===== src/rtl/nearest_palette_color_match_defines.svh =====
// Assertion helpers used by the top-level RTL.
`ifndef NEAREST_PALETTE_COLOR_MATCH_DEFINES_SVH
`define NEAREST_PALETTE_COLOR_MATCH_DEFINES_SVH

// Same-cycle implication.
`define NPCM_ASSERT_NOW(lbl, ante, cons) \
  lbl: assert property (@(posedge clk_i) disable iff (!rst_ni) (ante) |-> (cons)) \
    else $error("npcm assertion failed");

// Next-cycle implication.
`define NPCM_ASSERT_NEXT(lbl, ante, cons) \
  lbl: assert property (@(posedge clk_i) disable iff (!rst_ni) (ante) |=> (cons)) \
    else $error("npcm assertion failed");

`endif


===== src/rtl/npcm_pkg.sv =====
package npcm_pkg;

  localparam int unsigned PALETTE_DEPTH_DEF = 256;
  localparam int unsigned INDEX_SLOTS       = 256;

  localparam int unsigned COLOR_W  = 8;
  localparam int unsigned INDEX_W  = 8;
  localparam int unsigned COUNT_W  = 9;
  localparam int unsigned WEIGHT_W = 10;
  localparam int unsigned SQ_W     = 2 * COLOR_W;
  localparam int unsigned PROD_W   = WEIGHT_W + SQ_W;
  localparam int unsigned DIST_W   = 28;
  localparam int unsigned RGB_W    = 3 * COLOR_W;
  localparam int unsigned PADDR_W  = 4;
  localparam int unsigned PDATA_W  = 32;

  localparam logic [COUNT_W-1:0]  COUNT_RST = 9'd0;
  localparam logic [WEIGHT_W-1:0] WR_RST    = 10'd299;
  localparam logic [WEIGHT_W-1:0] WG_RST    = 10'd587;
  localparam logic [WEIGHT_W-1:0] WB_RST    = 10'd114;

  typedef enum logic [1:0] {
    REG_COUNT = 2'd0,
    REG_WR    = 2'd1,
    REG_WG    = 2'd2,
    REG_WB    = 2'd3
  } reg_idx_e;

  typedef enum logic {
    OP_LOAD     = 1'b0,
    OP_CLASSIFY = 1'b1
  } op_e;

  typedef struct packed {
    op_e                op;
    logic [INDEX_W-1:0] entry_index;
    logic [COLOR_W-1:0] red;
    logic [COLOR_W-1:0] green;
    logic [COLOR_W-1:0] blue;
  } in_word_t;

  typedef struct packed {
    logic [INDEX_W-1:0] match_index;
    logic [COLOR_W-1:0] match_red;
    logic [COLOR_W-1:0] match_green;
    logic [COLOR_W-1:0] match_blue;
    logic [DIST_W-1:0]  match_distance;
    logic               no_match;
  } out_word_t;

  typedef struct packed {
    logic [WEIGHT_W-1:0] wr;
    logic [WEIGHT_W-1:0] wg;
    logic [WEIGHT_W-1:0] wb;
  } weights_t;

  typedef struct packed {
    logic [COUNT_W-1:0] count;
    weights_t           w;
  } cfg_t;

  typedef struct packed {
    logic               valid;
    logic [INDEX_W-1:0] idx;
    logic [RGB_W-1:0]   color;
  } cand_t;

  typedef struct packed {
    logic               valid;
    logic [INDEX_W-1:0] idx;
    logic [RGB_W-1:0]   color;
    logic [DIST_W-1:0]  distance;
  } dist_res_t;

endpackage


===== src/rtl/npcm_dist.sv =====
module npcm_dist (
  input  logic                          clk_i,
  input  logic                          rst_ni,
  input  npcm_pkg::cand_t               cand_i,
  input  logic [npcm_pkg::RGB_W-1:0]    pixel_i,
  input  npcm_pkg::weights_t            w_i,
  output npcm_pkg::dist_res_t           res_o,
  output logic                          busy_o
);

  localparam int unsigned CW = npcm_pkg::COLOR_W;
  localparam int unsigned SW = npcm_pkg::SQ_W;
  localparam int unsigned PW = npcm_pkg::PROD_W;
  localparam int unsigned DW = npcm_pkg::DIST_W;

  function automatic logic [SW-1:0] sq_diff(input logic [CW-1:0] a, input logic [CW-1:0] b);
    logic [CW-1:0] d;
    d = (a >= b) ? (a - b) : (b - a);
    return {{CW{1'b0}}, d} * {{CW{1'b0}}, d};
  endfunction

  // stage 1: squared channel differences
  logic                        v1_q;
  logic [npcm_pkg::INDEX_W-1:0] idx1_q;
  logic [npcm_pkg::RGB_W-1:0]  col1_q;
  logic [SW-1:0]               sr1_q, sg1_q, sb1_q;
  // stage 2: weighted terms
  logic                        v2_q;
  logic [npcm_pkg::INDEX_W-1:0] idx2_q;
  logic [npcm_pkg::RGB_W-1:0]  col2_q;
  logic [PW-1:0]               pr2_q, pg2_q, pb2_q;
  // stage 3: sum
  logic                        v3_q;
  logic [npcm_pkg::INDEX_W-1:0] idx3_q;
  logic [npcm_pkg::RGB_W-1:0]  col3_q;
  logic [DW-1:0]               d3_q;

  always_ff @(posedge clk_i or negedge rst_ni) begin
    if (!rst_ni) begin
      v1_q <= 1'b0;
      v2_q <= 1'b0;
      v3_q <= 1'b0;
    end else begin
      v1_q <= cand_i.valid;
      v2_q <= v1_q;
      v3_q <= v2_q;
    end
  end

  always_ff @(posedge clk_i) begin
    idx1_q <= cand_i.idx;
    col1_q <= cand_i.color;
    sr1_q  <= sq_diff(cand_i.color[23:16], pixel_i[23:16]);
    sg1_q  <= sq_diff(cand_i.color[15:8],  pixel_i[15:8]);
    sb1_q  <= sq_diff(cand_i.color[7:0],   pixel_i[7:0]);

    idx2_q <= idx1_q;
    col2_q <= col1_q;
    pr2_q  <= {{SW{1'b0}}, w_i.wr} * {{npcm_pkg::WEIGHT_W{1'b0}}, sr1_q};
    pg2_q  <= {{SW{1'b0}}, w_i.wg} * {{npcm_pkg::WEIGHT_W{1'b0}}, sg1_q};
    pb2_q  <= {{SW{1'b0}}, w_i.wb} * {{npcm_pkg::WEIGHT_W{1'b0}}, sb1_q};

    idx3_q <= idx2_q;
    col3_q <= col2_q;
    d3_q   <= DW'(pr2_q) + DW'(pg2_q) + DW'(pb2_q);
  end

  assign res_o.valid    = v3_q;
  assign res_o.idx      = idx3_q;
  assign res_o.color    = col3_q;
  assign res_o.distance = d3_q;
  assign busy_o         = v1_q || v2_q || v3_q;

endmodule


===== config.mk =====
export PLATFORM = sky130hd
export DESIGN_NAME = npcm_dist
export DESIGN_NICKNAME = d
export VERILOG_FILES = /design/src/rtl/nearest_palette_color_match_defines.svh /design/src/rtl/npcm_pkg.sv /design/src/rtl/npcm_dist.sv
export SDC_FILE = /design/constraint.sdc
export NUM_CORES = 2
export LEC_CHECK = 0
export BUFFER_PORTS_ARGS = -buffer_cell sky130_fd_sc_hd__buf_4
export CAP_MARGIN = 20
export CELL_PAD_IN_SITES_DETAIL_PLACEMENT = 1
export CELL_PAD_IN_SITES_GLOBAL_PLACEMENT = 2
export CORE_MARGIN = 10
export CORE_UTILIZATION = 37
export DETAILED_ROUTE_END_ITERATION = 12
export PLACE_DENSITY_LB_ADDON = 0.1
export REMOVE_ABC_BUFFERS = 1
export SYNTH_ARGS = -nofsm -noshare
export SYNTH_HDL_FRONTEND = slang
export SYNTH_SLANG_ARGS = --single-unit

===== constraint.sdc =====
create_clock -name clk_i -period 4.9 [get_ports clk_i]
set_input_delay 0.245 -clock clk_i [delete_from_list [all_inputs] [get_ports clk_i]]
set_output_delay 0.245 -clock clk_i [all_outputs]
set_load 0.01 [all_outputs]

Yosys cells after proc, flatten, opt, wreduce, memory -nomap -nowiden
Index checks and enable logic that the tools add are counted.

storage, ports and cells
  register bits after elaboration = 253
  input bits = 89
  word-level logic and storage cells = 38

cells by class
  add/sub/neg operators = 8
  multipliers = 6
  magnitude comparators = 3
  mux-type cells = 3
  reduce and logical (&&, ||, !) cells = 2

operator list
  kind                          count
  multiplier 10 x 16 -> 26 bit  3
  multiplier 8 x 8 -> 16 bit    3
  subtractor 8 bit              6
  adder 27 x 26 -> 28 bit       1
  adder 26 x 26 -> 27 bit       1
  >= comparator 8 bit           3
  2-to-1 mux 8 bit              3
  logical OR 1 bit              2

Depth between registers and ports, before layout
  word-level depth = 3
  mapped depth = 29
  mapped depth without buffers = 28

Least setup slack after synthesis
OpenSTA, ideal clock, no wires.

  kind = in2reg
  start = input cand_i[16] in the netlist's numbering
  end = register sr1_q[15]
  setup time = 123 ps
  arrival = 5819 ps
  required time = 4777 ps
  slack = -1043 ps
  stages = 27
  buffers on the path = 0
  path through = inv_1 ha_1 inv_1 fa_1 a21o_1 a21oi_1 a31oi_1 o22ai_2 mux2i_1 xor2_1 or2_2 inv_1 fa_1 fa_1 ha_1 inv_1 fa_1 inv_1 ha_1 a21o_1 a21oi_1 nor2b_1 o21a_1 o311a_1 nor2_1 a21oi_1 xor2_1

between the ends
  longest elaborated chain between the ends = 3

ends and longest elaborated chain
  item                                                            RTL line         text
  from (decl)                                                     npcm_dist.sv:4   input npcm_pkg::cand_t cand_i,
  subtractor 8 bit / >= comparator 8 bit (equally long branches)  npcm_dist.sv:18  d = (a >= b) ? (a - b) : (b - a);
  2-to-1 mux 8 bit (*)                                            npcm_dist.sv:18
  multiplier 8 x 8 -> 16 bit (*)                                  npcm_dist.sv:19  return {{CW{1'b0}}, d} * {{CW{1'b0}}, d};
  to (signal assigned)                                            npcm_dist.sv:53  sr1_q <= sq_diff(cand_i.color[23:16], pixel_i[23:16]);
  to (decl)                                                       npcm_dist.sv:26  logic [SW-1:0] sr1_q, sg1_q, sb1_q;

Every way passes the cells marked *; elsewhere a longest branch is shown, timed or not.

Worst setup path after layout
Ends and elaborated chain as after synthesis.

==> flow_summary.ini <==
[drt]
drtAntennaViolNets = 0
drc = 0
dr.pass1.iters = 4
vias = 22376
wl_per_cell_um = 16.6
routed_via_density = 4.75
first_iter_violations = 525
wirelength_um = 78200

[critical_path]
crit_start = cand_i[16]
crit_slowest_cell = fa_1
cp_slowest_stage_delay_ns = 0.59
cp-start-kind = primary input
cp.required_ns = 5.32
rr_startpoint = sb1_q[7]
critPathMaxFanout = 5
crit_type = primary input to flip-flop
crit_top_cell = fa_1
cp.arrival_ns = 5.76
cp-end-kind = flip-flop

[finish]
layout_commonest_cell = buf_4
layout.nets = 4565
layout_common_cells = buf_4 (640), inv_1 (510), fa_1 (396)
fillers = 8404
layout.cells.non_filler = 4708
drive_gt1_frac = 0.314
postLayoutCoreUtil = 0.510
syn_to_final_growth_pct = 35.7

[sta]
hold_slack_ns = 0.0545
worst_pin_slew_ns = 0.638
post-route-period-util = 1.09
slew_headroom = 0.572
finalSetupViolations = 30
slew_violations = 0
rsz0062_at_grt = yes
hold_viol_final = 0
worst_clock_skew_ns = 0.0158
min_period_ns = 5.34
fmax_mhz = 187
worst_slack_ns = -0.438

[yosys]
ys_types = 71
yosys_register_bits = 250
synth_edf_count = 0
yosys_warnings = 0
postSynthCellCount = 3019
synth_ff_type = dfxtp_1
async_flop_share = 0.0120
yosysSeqAreaShare = 0.179
syn_area_sq_um = 28100
syn_avg_cell_area_sq_um = 9.31

[global_route]
antenna_found_initial = 3
grt.total_usage = 0.180
grt_pass1_wl_um = 129000
grt_pass1_vias = 26006
grt_max_degree = 16
overflow = 0

[placed_design]
dp_hpwl_um = 64800
port_buffers = 150
placed_cells = 4533
gp_congestion = 0.831

[clock_tree]
cts.sinks = 250
cts_tree = done
cts_buffers = 35
clockBufferDepth = 3
cts_max_level = 2
worstSkewPairLatency_ns = 0.55
clk_pin_slew_ns = 0.07
clockRootBuffer = clkbuf_16

[floorplan]
die_y_um = 296
dieArea_sq_um = 87400
die_w_um = 296
ios = 151
num_rows = 100
core-area_sq_um = 74800
start_util = 0.376

[min_path]
min_path_type = primary input to flip-flop
min-delay-start = w_i[0]

[outcome]
violations = negative setup slack
outcome = complete, but fails checks

[run]
cap_violations = 0
-- synth_stat cells, types with 21 or more instances --
cell,count,area [sq um]
a21o_1,44,330
a21oi_1,110,551
and2_1,219,1370
clkbuf_1,80,300
dfxtp_1,247,4940
fa_1,417,8350
ha_1,348,4350
inv_1,572,2150
nand2_1,288,1080
nor2_1,147,552
nor2b_1,21,131
nor3_1,35,175
o21a_1,21,158
o21ai_0,63,315
or2_2,22,138
xnor2_1,104,911
xor2_1,38,333
-- worst paths after layout --
kind                         endpoint  slack, ns  depth (start not counted)
setup / recovery            sr1_q[15]      -0.44                         26
max in group asynchronous        v3_q       4.16                          3
setup reg to reg            pb2_q[23]      -0.31                         18
min in group asynchronous        v1_q       0.60                          3
hold / removal               pb2_q[0]       0.05                          2
hold reg to reg            col2_q[17]       0.32                          0
-- cells by family after synthesis --
logic type | Yosys count | share of synthesized area
muxes | 19 | 0.00681
buffers and inverters | 660 | 0.0889
other | 2 | 0.000267
and+or+nand+nor | 812 | 0.140
AOI/OAI and AO/OA | 361 | 0.0840
DFF | 250 | 0.179
adders and majority gates | 765 | 0.452
xor gates and xnor gates | 150 | 0.0489
-- registers in the layout, summed over array words and instances, names as in the netlist, 15 cells and up --
signal and flops:
d3_q 28, pg2_q 26, pb2_q 26, sb1_q 15
col1_q 24, sr1_q 15, col2_q 24, sg1_q 15
pr2_q 26, col3_q 24
-- worst max-delay path: cells and delay by family --
kind                       cells  cell delay [ns]
AOI/OAI and AO/OA              7             1.37
xor gates and xnor gates       2             0.39
adders and majority gates      7             2.38
buffers and inverters          6             0.52
muxes                          1             0.24
and+or+nand+nor                3             0.58
-- metal layers --
| metal | vias up | share of wire | GRT usage |
|---|---|---|---|
| met2 | 202 | 0.52 | 0.337 |
| met5 | - | 0 | 0 |
| li1 | 10780 | - | - |
| met3 | 71 | 0.030 | 0.0251 |
| met1 | 11323 | 0.43 | 0.217 |
| met4 | 0 | 0.015 | 0.0341 |
-- through the flow --
step | setup slack (ns) | cell area, sq um | TNS [ns]
finish | -0.438 | 38100 | -4.59
global route | -0.647 | 38100 | -12.84
CTS | -0.338 | 37200 | -4.43
detailed placement | -1.31 | 33700 | -38.88
global placement | -1.12 | 33700 | -32.48
floorplan | -1.04 | 27800 | -20.34
-- repair_timing --
| action | in CTS | in global routing |
|---|---|---|
| buffers inserted | 60 | 27 |
| setup endpoints to repair | 55 | 59 |
| pin swaps | 223 | 175 |
| hold buffers | 36 | 0 |
| endpoints found under the hold margin | 37 | 0 |
| resized for setup | 375 | 194 |
-- layout make-up --
| class | instances | area (sq um) | share of cell area |
|---|---|---|---|
| Multi-Input combinational cell | 2120 | 22600 | 0.592 |
| Timing Repair Buffer | 730 | 5820 | 0.153 |
| Sequential cell | 250 | 5110 | 0.134 |
| Inverter | 574 | 2170 | 0.0569 |
| Tap cell | 969 | 1210 | 0.0318 |
| Clock buffer | 41 | 951 | 0.0249 |
| Clock inverter | 23 | 279 | 0.00732 |
| Antenna cell | 1 | 2.50 | 0.0000656 |
Power is left out: the tool's default activity adds up to more than one toggle a clock period on the data nets, which glitch-free logic cannot reach.
