$ cat src/rtl/nearest_palette_color_match_defines.svh
// Assertion helpers used by the top-level RTL.
`ifndef NEAREST_PALETTE_COLOR_MATCH_DEFINES_SVH
`define NEAREST_PALETTE_COLOR_MATCH_DEFINES_SVH

// Same-cycle implication.
`define NPCM_ASSERT_NOW(lbl, ante, cons) \
  lbl: assert property (@(posedge clk_i) disable iff (!rst_ni) (ante) |-> (cons)) \
    else $error("npcm assertion failed");

// Next-cycle implication.
`define NPCM_ASSERT_NEXT(lbl, ante, cons) \
  lbl: assert property (@(posedge clk_i) disable iff (!rst_ni) (ante) |=> (cons)) \
    else $error("npcm assertion failed");

`endif

$ cat src/rtl/npcm_pkg.sv
package npcm_pkg;

  localparam int unsigned PALETTE_DEPTH_DEF = 256;
  localparam int unsigned INDEX_SLOTS       = 256;

  localparam int unsigned COLOR_W  = 8;
  localparam int unsigned INDEX_W  = 8;
  localparam int unsigned COUNT_W  = 9;
  localparam int unsigned WEIGHT_W = 10;
  localparam int unsigned SQ_W     = 2 * COLOR_W;
  localparam int unsigned PROD_W   = WEIGHT_W + SQ_W;
  localparam int unsigned DIST_W   = 28;
  localparam int unsigned RGB_W    = 3 * COLOR_W;
  localparam int unsigned PADDR_W  = 4;
  localparam int unsigned PDATA_W  = 32;

  localparam logic [COUNT_W-1:0]  COUNT_RST = 9'd0;
  localparam logic [WEIGHT_W-1:0] WR_RST    = 10'd299;
  localparam logic [WEIGHT_W-1:0] WG_RST    = 10'd587;
  localparam logic [WEIGHT_W-1:0] WB_RST    = 10'd114;

  typedef enum logic [1:0] {
    REG_COUNT = 2'd0,
    REG_WR    = 2'd1,
    REG_WG    = 2'd2,
    REG_WB    = 2'd3
  } reg_idx_e;

  typedef enum logic {
    OP_LOAD     = 1'b0,
    OP_CLASSIFY = 1'b1
  } op_e;

  typedef struct packed {
    op_e                op;
    logic [INDEX_W-1:0] entry_index;
    logic [COLOR_W-1:0] red;
    logic [COLOR_W-1:0] green;
    logic [COLOR_W-1:0] blue;
  } in_word_t;

  typedef struct packed {
    logic [INDEX_W-1:0] match_index;
    logic [COLOR_W-1:0] match_red;
    logic [COLOR_W-1:0] match_green;
    logic [COLOR_W-1:0] match_blue;
    logic [DIST_W-1:0]  match_distance;
    logic               no_match;
  } out_word_t;

  typedef struct packed {
    logic [WEIGHT_W-1:0] wr;
    logic [WEIGHT_W-1:0] wg;
    logic [WEIGHT_W-1:0] wb;
  } weights_t;

  typedef struct packed {
    logic [COUNT_W-1:0] count;
    weights_t           w;
  } cfg_t;

  typedef struct packed {
    logic               valid;
    logic [INDEX_W-1:0] idx;
    logic [RGB_W-1:0]   color;
  } cand_t;

  typedef struct packed {
    logic               valid;
    logic [INDEX_W-1:0] idx;
    logic [RGB_W-1:0]   color;
    logic [DIST_W-1:0]  distance;
  } dist_res_t;

endpackage

$ cat src/rtl/npcm_regs.sv
module npcm_regs (
  input  logic                              clk_i,
  input  logic                              rst_ni,
  input  logic                              psel,
  input  logic                              penable,
  input  logic                              pwrite,
  input  logic [npcm_pkg::PADDR_W-1:0]      paddr,
  input  logic [npcm_pkg::PDATA_W-1:0]      pwdata,
  output logic [npcm_pkg::PDATA_W-1:0]      prdata,
  output logic                              pready,
  output npcm_pkg::cfg_t                    cfg_o
);

  logic [npcm_pkg::COUNT_W-1:0]  count_q;
  logic [npcm_pkg::WEIGHT_W-1:0] wr_q, wg_q, wb_q;
  logic                          wr_en;
  npcm_pkg::reg_idx_e            sel;

  assign pready = 1'b1;
  assign wr_en  = psel && penable && pwrite && pready;
  assign sel    = npcm_pkg::reg_idx_e'(paddr[3:2]);

  always_ff @(posedge clk_i or negedge rst_ni) begin
    if (!rst_ni) begin
      count_q <= npcm_pkg::COUNT_RST;
      wr_q    <= npcm_pkg::WR_RST;
      wg_q    <= npcm_pkg::WG_RST;
      wb_q    <= npcm_pkg::WB_RST;
    end else if (wr_en) begin
      case (sel)
        npcm_pkg::REG_COUNT: count_q <= pwdata[npcm_pkg::COUNT_W-1:0];
        npcm_pkg::REG_WR:    wr_q    <= pwdata[npcm_pkg::WEIGHT_W-1:0];
        npcm_pkg::REG_WG:    wg_q    <= pwdata[npcm_pkg::WEIGHT_W-1:0];
        npcm_pkg::REG_WB:    wb_q    <= pwdata[npcm_pkg::WEIGHT_W-1:0];
        default: ;
      endcase
    end
  end

  always_comb begin
    case (sel)
      npcm_pkg::REG_COUNT: prdata = npcm_pkg::PDATA_W'(count_q);
      npcm_pkg::REG_WR:    prdata = npcm_pkg::PDATA_W'(wr_q);
      npcm_pkg::REG_WG:    prdata = npcm_pkg::PDATA_W'(wg_q);
      npcm_pkg::REG_WB:    prdata = npcm_pkg::PDATA_W'(wb_q);
      default:             prdata = '0;
    endcase
  end

  assign cfg_o.count = count_q;
  assign cfg_o.w.wr  = wr_q;
  assign cfg_o.w.wg  = wg_q;
  assign cfg_o.w.wb  = wb_q;

endmodule

$ cat config.mk
export PLATFORM = sky130hd
export DESIGN_NAME = npcm_regs
export DESIGN_NICKNAME = d
export VERILOG_FILES = /design/src/rtl/nearest_palette_color_match_defines.svh /design/src/rtl/npcm_pkg.sv /design/src/rtl/npcm_regs.sv
export SDC_FILE = /design/constraint.sdc
export NUM_CORES = 1
export LEC_CHECK = 0
export ABC_AREA = 0
export ABC_CLOCK_PERIOD_IN_PS = 2630
export BUFFER_PORTS_ARGS = -buffer_cell sky130_fd_sc_hd__buf_2
export CAP_MARGIN = 20
export CORE_ASPECT_RATIO = 1.5
export CORE_MARGIN = 5
export CORE_UTILIZATION = 35
export CTS_BUF_LIST = sky130_fd_sc_hd__clkbuf_2
export DETAILED_ROUTE_END_ITERATION = 8
export HOLD_SLACK_MARGIN = 0.06
export PLACE_DENSITY = 0.66
export SLEW_MARGIN = 30
export SYNTH_ARGS = -nofsm -noshare
export SYNTH_HDL_FRONTEND = slang
export SYNTH_SLANG_ARGS = --single-unit
$ cat constraint.sdc
create_clock -name clk_i -period 2.63 [get_ports clk_i]
set_clock_uncertainty 0.2 [all_clocks]
set_input_delay 0.526 -clock clk_i [delete_from_list [all_inputs] [get_ports clk_i]]
set_output_delay 0.526 -clock clk_i [all_outputs]
set_load 0.05 [all_outputs]
Yosys cells after proc, flatten, opt, wreduce, memory -nomap -nowiden --
Cells that the tools add are included.
Word-level totals: input port bits 41, flip-flop bits (word level) 39, output and inout port bits 72, word-level logic and storage cells 15
Cells by class: eq/ne operators 3, muxes and demuxes 1, reduce and logical (&&, ||, !) cells 7
Operators with widths (number):
- $pmux 32 s4 | 1
- $reduce_and 2->1 | 4
- $eq 2x2->1 const B | 2
- $eq 2x1->1 const B | 1
- $logic_and 1x1->1 | 2
- $logic_not 2->1 | 1

Depth between registers and ports, before layout --
Gate-level depths: netlist (run 1).
depth in word-level cells 3, gate-level depth with buffers 5, gate-level depth less buffers 3

Least setup slack after synthesis (run 1) --
No wires, ideal clock.
kind input-to-output, start point input port paddr[2] (netlist bit), end point output port prdata[9] (netlist bit), data arrival time 1942 ps, slack -38 ps, stages on the path 4, required time 1904 ps, path buffers 2, cell sequence buf_6 buf_6 nand2_1 o21ai_0
Between the ends: longest elaborated chain between the ends 2, elaborated cells between the ends (all ways) 5, classes of those cells eq/ne: 3; mux: 1; reduce/logical: 1
RTL lines:
- start, declared | line npcm_regs.sv:7 | input logic [npcm_pkg::PADDR_W-1:0] paddr,
- $eq 2x2->1 (tied with other cells) | line npcm_regs.sv:41 | case (sel)
- $pmux 32 s4 * | line npcm_regs.sv:41
- end, declared | line npcm_regs.sv:9 | output logic [npcm_pkg::PDATA_W-1:0] prdata,
Every way passes the cells marked *; elsewhere a longest branch is shown, timed or not. The select of a mux whose other input is x is not followed.

Final worst setup path (run 1) --
start point input port paddr[2] (netlist bit), end point output port prdata[0] (netlist bit)
Same word-level chain as after synthesis.

==> results of run 1 <==
[kinds of logic after synthesis]
family                 after synthesis  synth area share, %
AND/OR/NAND/NOR                      7                2.847
buffers and inverters               29                11.57
flip-flops                          39                49.13
AO/OA/AOI/OAI                        1               0.2473
multiplexers                        49                35.83
other                                2               0.3714
[metrics by stage]
stage	cell area, sq um	hold slack [ns]
3_5_place_dp	2325	0.3109
5_1_grt	2375	0.1725
3_3_place_gp	2325	0.3060
4_1_cts	2372	0.1689
2_1_floorplan	2101	0.03041
6_report	2375	0.2004
[per-layer routing]
metal  up-vias  GRT usage, %  share of wire, %
li1        543             -                 -
met1       605         14.02                40
met2        45         20.35                53
met3         5         2.634               5.9
met4         0         5.210               1.7
met5         -             0                 0
[cells in the mapped netlist (all sizes together)]
library cell / number
conb: 2
o21ai: 1
nor3b: 1
nand3b: 1
and3b: 1
buf: 29
nand3: 1
dfstp: 14
and3: 1
mux2: 40
nand2: 2
dfrtp: 25
mux4: 9
[registers in the layout, indices dropped and copies added, names as in the netlist]
name and flops:
wb_q 10, wg_q 10, wr_q 10, count_q 9
[worst max-delay path, stage by stage]
cell and delay [ns]:
buf_2 0.21, buf_12 0.18, mux4_2 0.49, buf_2 0.22
[layout make-up]
| class | count | area, sq um |
|---|---|---|
| fill | 596 | 3326 |
| sequential | 39 | 993.5 |
| multi-input combinational | 80 | 873.3 |
| timing repair buffer | 70 | 380.4 |
| tap | 72 | 90.09 |
| clock buffer | 6 | 30.03 |
| clock inverter | 2 | 7.507 |
[power groups by stage]
stage               sequential [mW]  clock, mW  combinational (mW)
floorplan                      1.38          0               0.508
global placement              0.888          0                1.22
detailed placement            0.894          0                1.23
CTS                           0.883      0.266                1.23
global route                  0.904      0.283                1.27
finish                        0.879      0.253                1.22
[final timing paths]
kind	startpoint	endpoint	slack (ns)	cells past startpoint
max	paddr[2]	prdata[0]	0.27	4
min	pwdata[6]	wg_q[6]	0.20	2
max reg2reg	count_q[7]	count_q[7]	1.63	1
min reg2reg	wb_q[0]	wb_q[0]	0.35	1
max in group asynchronous	rst_ni	wb_q[1]	1.42	2
min in group asynchronous	rst_ni	wb_q[7]	0.41	2
==> run_results.csv, run 1 <==
group,metric,value,unit
outcome,run_status,"finished clean",
pwr,combinational_share_of_power,51.9,%
clock_tree,master_cell_of_the_clock_root_buffer,"clkbuf_2",
final_layout,final_layout_size_suffix_gt1_share,71.57,%
sta,max_slew_margin,62.15,%
detailed_routing,detail_route.vias_per_cell,4.454,
setup_path,worst-setup-path-type,"input port to output pin",
setup_path,cp_data_arrival_time,1.64,ns
place,gp_congestion,0.7034,
pwr,power_consumption,2.353,mW
sta,timing.final.setup_violations,0,
clock_tree,clock_tree_sinks,39,
floorplan,ios,113,
setup_path,critPathRequiredTime,1.90,ns
clock_tree,numCtsBuffers,5,
floorplan,design.core.area,5700,sq um
place,post-place-ws,0.2326,ns
final_layout,layout.nets,237,
yosys,post_synth_main_area_contributors,"dfrtp_1 (31%), dfstp_2 (18%), mux2_4 (14%), mux2_2 (12%), mux4_2 (10%)",
detailed_routing,drt_first_iter_violations,13,
pwr,p_switching,1.175,mW
sta,timing_worst_slew_pin_value,0.5660,ns
yosys,mean_instance_size_in_the_synthesized_netlist,15.92,sq um
sta,slew_violations,0,
clock_tree,cts.repair.resized,0,
detailed_routing,detail_route.first_pass.iterations,3,
clock_tree,clock_insertion_delay_worst_skew,0.37,ns
clock_tree,hold_buffers,1,
yosys,yosys_warnings,0,
pwr,total_leakage_power,1.168,nW
detailed_routing,wirelength,4289,microns
pwr,max-vdd-ir-drop,0.4381,mV
floorplan,die_area,7428,sq um
flow_run,number_of_violations_of_the_max_capacitance_limit,0,
floorplan,initial_core_utilization,35.47,%
clock_tree,ctsLongestPathBuffers,2,
grt,initial_antenna_violation_count,0,
final_layout,layout-area-overhead-vs-synth,17.45,%
clock_tree,tritoncts_clock_tree,"done",
pwr,powerDensity,990.7,nW/um^2
grt,grt_start_max_net_pins,40,
detailed_routing,postRouteAntennaNets,0,
grt,grt_first_pass_wirelength,6555,microns
sta,period_needed,2.364,ns
sta,fin_setup_tns,0,ns
yosys,synth_cell_type_count,16,
place,detailedPlacementHpwl,3154,microns
floorplan,die_height,103.1,microns
pwr,clock_power_share,10.8,%
detailed_routing,drt_drc_violations_left,0,
min_path,timing.hold.worst.class,"input port to register",
grt,overall_overflow_remaining_after_global_route,0,
yosys,yosysTopAreaCell,"dfrtp_1",
yosys,portion_of_the_post_synthesis_area_used_by_sequential_elements,49.13,%
final_layout,final_common_cell,"buf_2",
grt,grt_pass1_vias,1242,
place,numPlacedInstances,260,
yosys,synthCells,127,
clock_tree,post-cts-setup-buffer-count,0,
grt,grtUsageTotal,11.83,%
sta,grt_setup_unrepaired,"no",
final_layout,layout.cells.most_common_list,"buf_2 (64), dfrtp_1 (25), conb_1 (23)",
yosys,synth.ff_latch_count,39,
detailed_routing,via_count,1198,
sta,finalCritPeriodShare,89.89,%
floorplan,floorplan.rows,34,
sta,final_critical_path_setup_slack,0.2658,ns
clock_tree,cts.clk_slew.worst_paths,0.20,ns
setup_path,critical_path.max_fanout,11,
place,port_buffer_count,65,
clock_tree,htree_levels,2,
pwr,cell_internal_pwr,1.178,mW
sta,timing_hold_violations_final,0,
yosys,synth.cell_area,2022,sq um
final_layout,utilization,41.66,%
setup_path,crit_path_end_kind,"output pin",
floorplan,die-width,72.06,microns
pwr,pwr-share-seq,37.4,%
final_layout,final-instance-count-excl-fill,269,
pwr,power_switching_share,49.93,%
setup_path,startpoint_type,"input port",
detailed_routing,wl_per_cell,15.94,microns
yosys,synthDominantCellAreaShare,30.94,%
final_layout,antenna-diode-count,0,
sta,timing.fmax,423.0,MHz
(Power assumes the default switching activity.)
==> run 2: changes to the inputs <==
==> constraint.sdc (replaced) <==
create_clock -name clk_i -period 2.63 [get_ports clk_i]
set_clock_uncertainty 0.2 [all_clocks]
set_input_delay 0.526 -clock clk_i [delete_from_list [all_inputs] [get_ports clk_i]]
set_output_delay 0.526 -clock clk_i [all_outputs]
set_load 0.01 [all_outputs]
==> run 2 against run 1 <==
Final area increased by 1.1%; maximum frequency grew 8.4%; clock power is 2% higher; sequential share of layout area down 0.44 points; clock-buffer cell count is 1 higher; register-to-register slack about the same; combinational power fell by 52%; non-clock buffer count grew 3; power decreased by 27%; global-route usage down 0.20 points; via count is 2.9% higher; core utilization rose by 0.44 points.
==> run_results.csv, run 2 (same netlist as run 1, synthesis figures left out) <==
group,metric,value,unit
outcome,run_status,"finished clean",
sta,timing.final.setup_violations,0,
flow_run,number_of_violations_of_the_max_capacitance_limit,0,
grt,grt_pass1_vias,1249,
final_layout,final-seq-area,993.5,sq um
clock_tree,master_cell_of_the_clock_root_buffer,"clkbuf_2",
floorplan,initial_core_utilization,35.47,%
final_layout,layout-area-overhead-vs-synth,18.69,%
clock_tree,htree_levels,2,
pwr,powerDensity,719.4,nW/um^2
clock_tree,numCtsBuffers,5,
clock_tree,clock_insertion_delay_worst_skew,0.37,ns
detailed_routing,wirelength,4102,microns
floorplan,design.core.area,5700,sq um
sta,finalHoldWorstSlack,0.2023,ns
floorplan,floorplan.rows,34,
final_layout,antenna-diode-count,0,
grt,grt_start_max_net_pins,40,
final_layout,n_fill_cell,583,
setup_path,startpoint,"paddr[2]",
final_layout,final_common_cell,"buf_2",
detailed_routing,postRouteAntennaNets,0,
sta,grt_setup_unrepaired,"no",
pwr,power_consumption,1.726,mW
clock_tree,ctsLongestPathBuffers,2,
detailed_routing,drt_first_iter_violations,13,
setup_path,critPathRequiredTime,1.90,ns
clock_tree,cts.repair.resized,0,
place,detailedPlacementHpwl,3136,microns
setup_path,crit_path_max_incr_delay,0.50,ns
setup_path,startpoint_type,"input port",
clock_tree,tritoncts_clock_tree,"done",
detailed_routing,via_count,1233,
grt,initial_antenna_violation_count,0,
sta,slew_violations,0,
clock_tree,clock_tree_sinks,39,
grt,overall_overflow_remaining_after_global_route,0,
setup_path,critical_path.max_fanout,15,
min_path,timing.hold.worst.class,"input port to register",
floorplan,die-width,72.06,microns
setup_path,worst-setup-path-type,"input port to output pin",
setup_path,critical_path.reg2reg.startpoint,"count_q[1]",
detailed_routing,drt_drc_violations_left,0,
floorplan,die_area,7428,sq um
floorplan,die_height,103.1,microns
final_layout,multi_input_comb_area,873.3,sq um
final_layout,final_layout_size_suffix_gt1_share,73.00,%
place,port_buffer_count,65,
min_path,min-delay-start,"pwdata[9]",
grt,grt_first_pass_wirelength,6548,microns
pwr,max-vdd-ir-drop,0.4035,mV
sta,period_needed,2.181,ns
sta,finalCritPeriodShare,82.93,%
setup_path,timing.critical_path.cells,"buf_2, buf_12, mux4_2, buf_2",
setup_path,cp_data_arrival_time,1.46,ns
clock_tree,cts.clk_slew.worst_paths,0.19,ns
sta,timing_hold_violations_final,0,
sta,timing.fmax,458.5,MHz
final_layout,utilization,42.10,%
setup_path,path_common_cell,"buf_2",
floorplan,ios,113,
final_layout,layout.cells.most_common_list,"buf_2 (64), dfrtp_1 (25), conb_1 (23)",
detailed_routing,detail_route.first_pass.iterations,3,
place,gp_congestion,0.6860,
final_layout,layout.nets,240,
clock_tree,hold_buffers,1,
sta,fin_setup_tns,0,ns
detailed_routing,wl_per_cell,15.08,microns
detailed_routing,detail_route.vias_per_cell,4.533,
pwr,total_leakage_power,1.187,nW
grt,grtUsageTotal,11.63,%
final_layout,reg.largest.list,"wb_q: 10 flops, wg_q: 10 flops, wr_q: 10 flops",
setup_path,crit_path_top_delay_cell,"mux4_2",
clock_tree,post-cts-setup-buffer-count,0,
setup_path,crit_path_end_kind,"output pin",
[run 2: cell types whose count changed in the layout (fill, tap and decap cells not counted), sizes merged]
cell / delta
clkbuf: +1
buf: +3
clkinv: -1
[run 2: final cells by class]
| cell class | count | share of cell area [%] |
|---|---|---|
| flip-flops and latches | 39 | 41.40 |
| multi-input cells | 80 | 36.39 |
| repair buffers | 73 | 16.79 |
| well taps | 72 | 3.754 |
| clock buffers | 7 | 1.460 |
| clock inverters | 1 | 0.2086 |
[run 2: critical path, delay by kind of cell]
kind,cells,cell delay (ns)
muxes,1,0.50
buffers and inverters,3,0.42
[run 2: stage by stage]
step	cells	setup slack, ns	instance area (sq um)
after floorplan	148	0.5854	2101
after global placement	263	0.4434	2347
after detailed placement	263	0.4357	2347
after CTS	272	0.4303	2397
after global routing	272	0.3680	2400
final	272	0.4489	2400
[run 2: path summary, 6_finish.rpt]
kind	end	depth (start not counted)	slack, ns
worst max-delay path	prdata[6]	4	0.45
worst min-delay path	wg_q[9]	2	0.20
worst max register to register	count_q[1]	1	1.63
worst min register to register	wb_q[3]	1	0.35
max in group asynchronous	wr_q[3]	2	1.42
min in group asynchronous	count_q[1]	2	0.43
[run 2: power by group]
group / leakage (nW) / switching (mW) / total (mW) / internal, mW
Clock: 0.0330 / 0.186 / 0.259 / 0.0728
Sequential: 0.453 / 0.103 / 0.878 / 0.776
Combinational: 0.701 / 0.254 / 0.590 / 0.336
Total: 1.19 / 0.542 / 1.73 / 1.18
[run 2: metal layers]
metal	up-vias	wire, microns	track usage, %
met5	-	0	0
met4	0	46	4.342
met3	5	269	3.122
met2	46	2173	18.67
met1	635	1613	14.96
li1	547	-	-
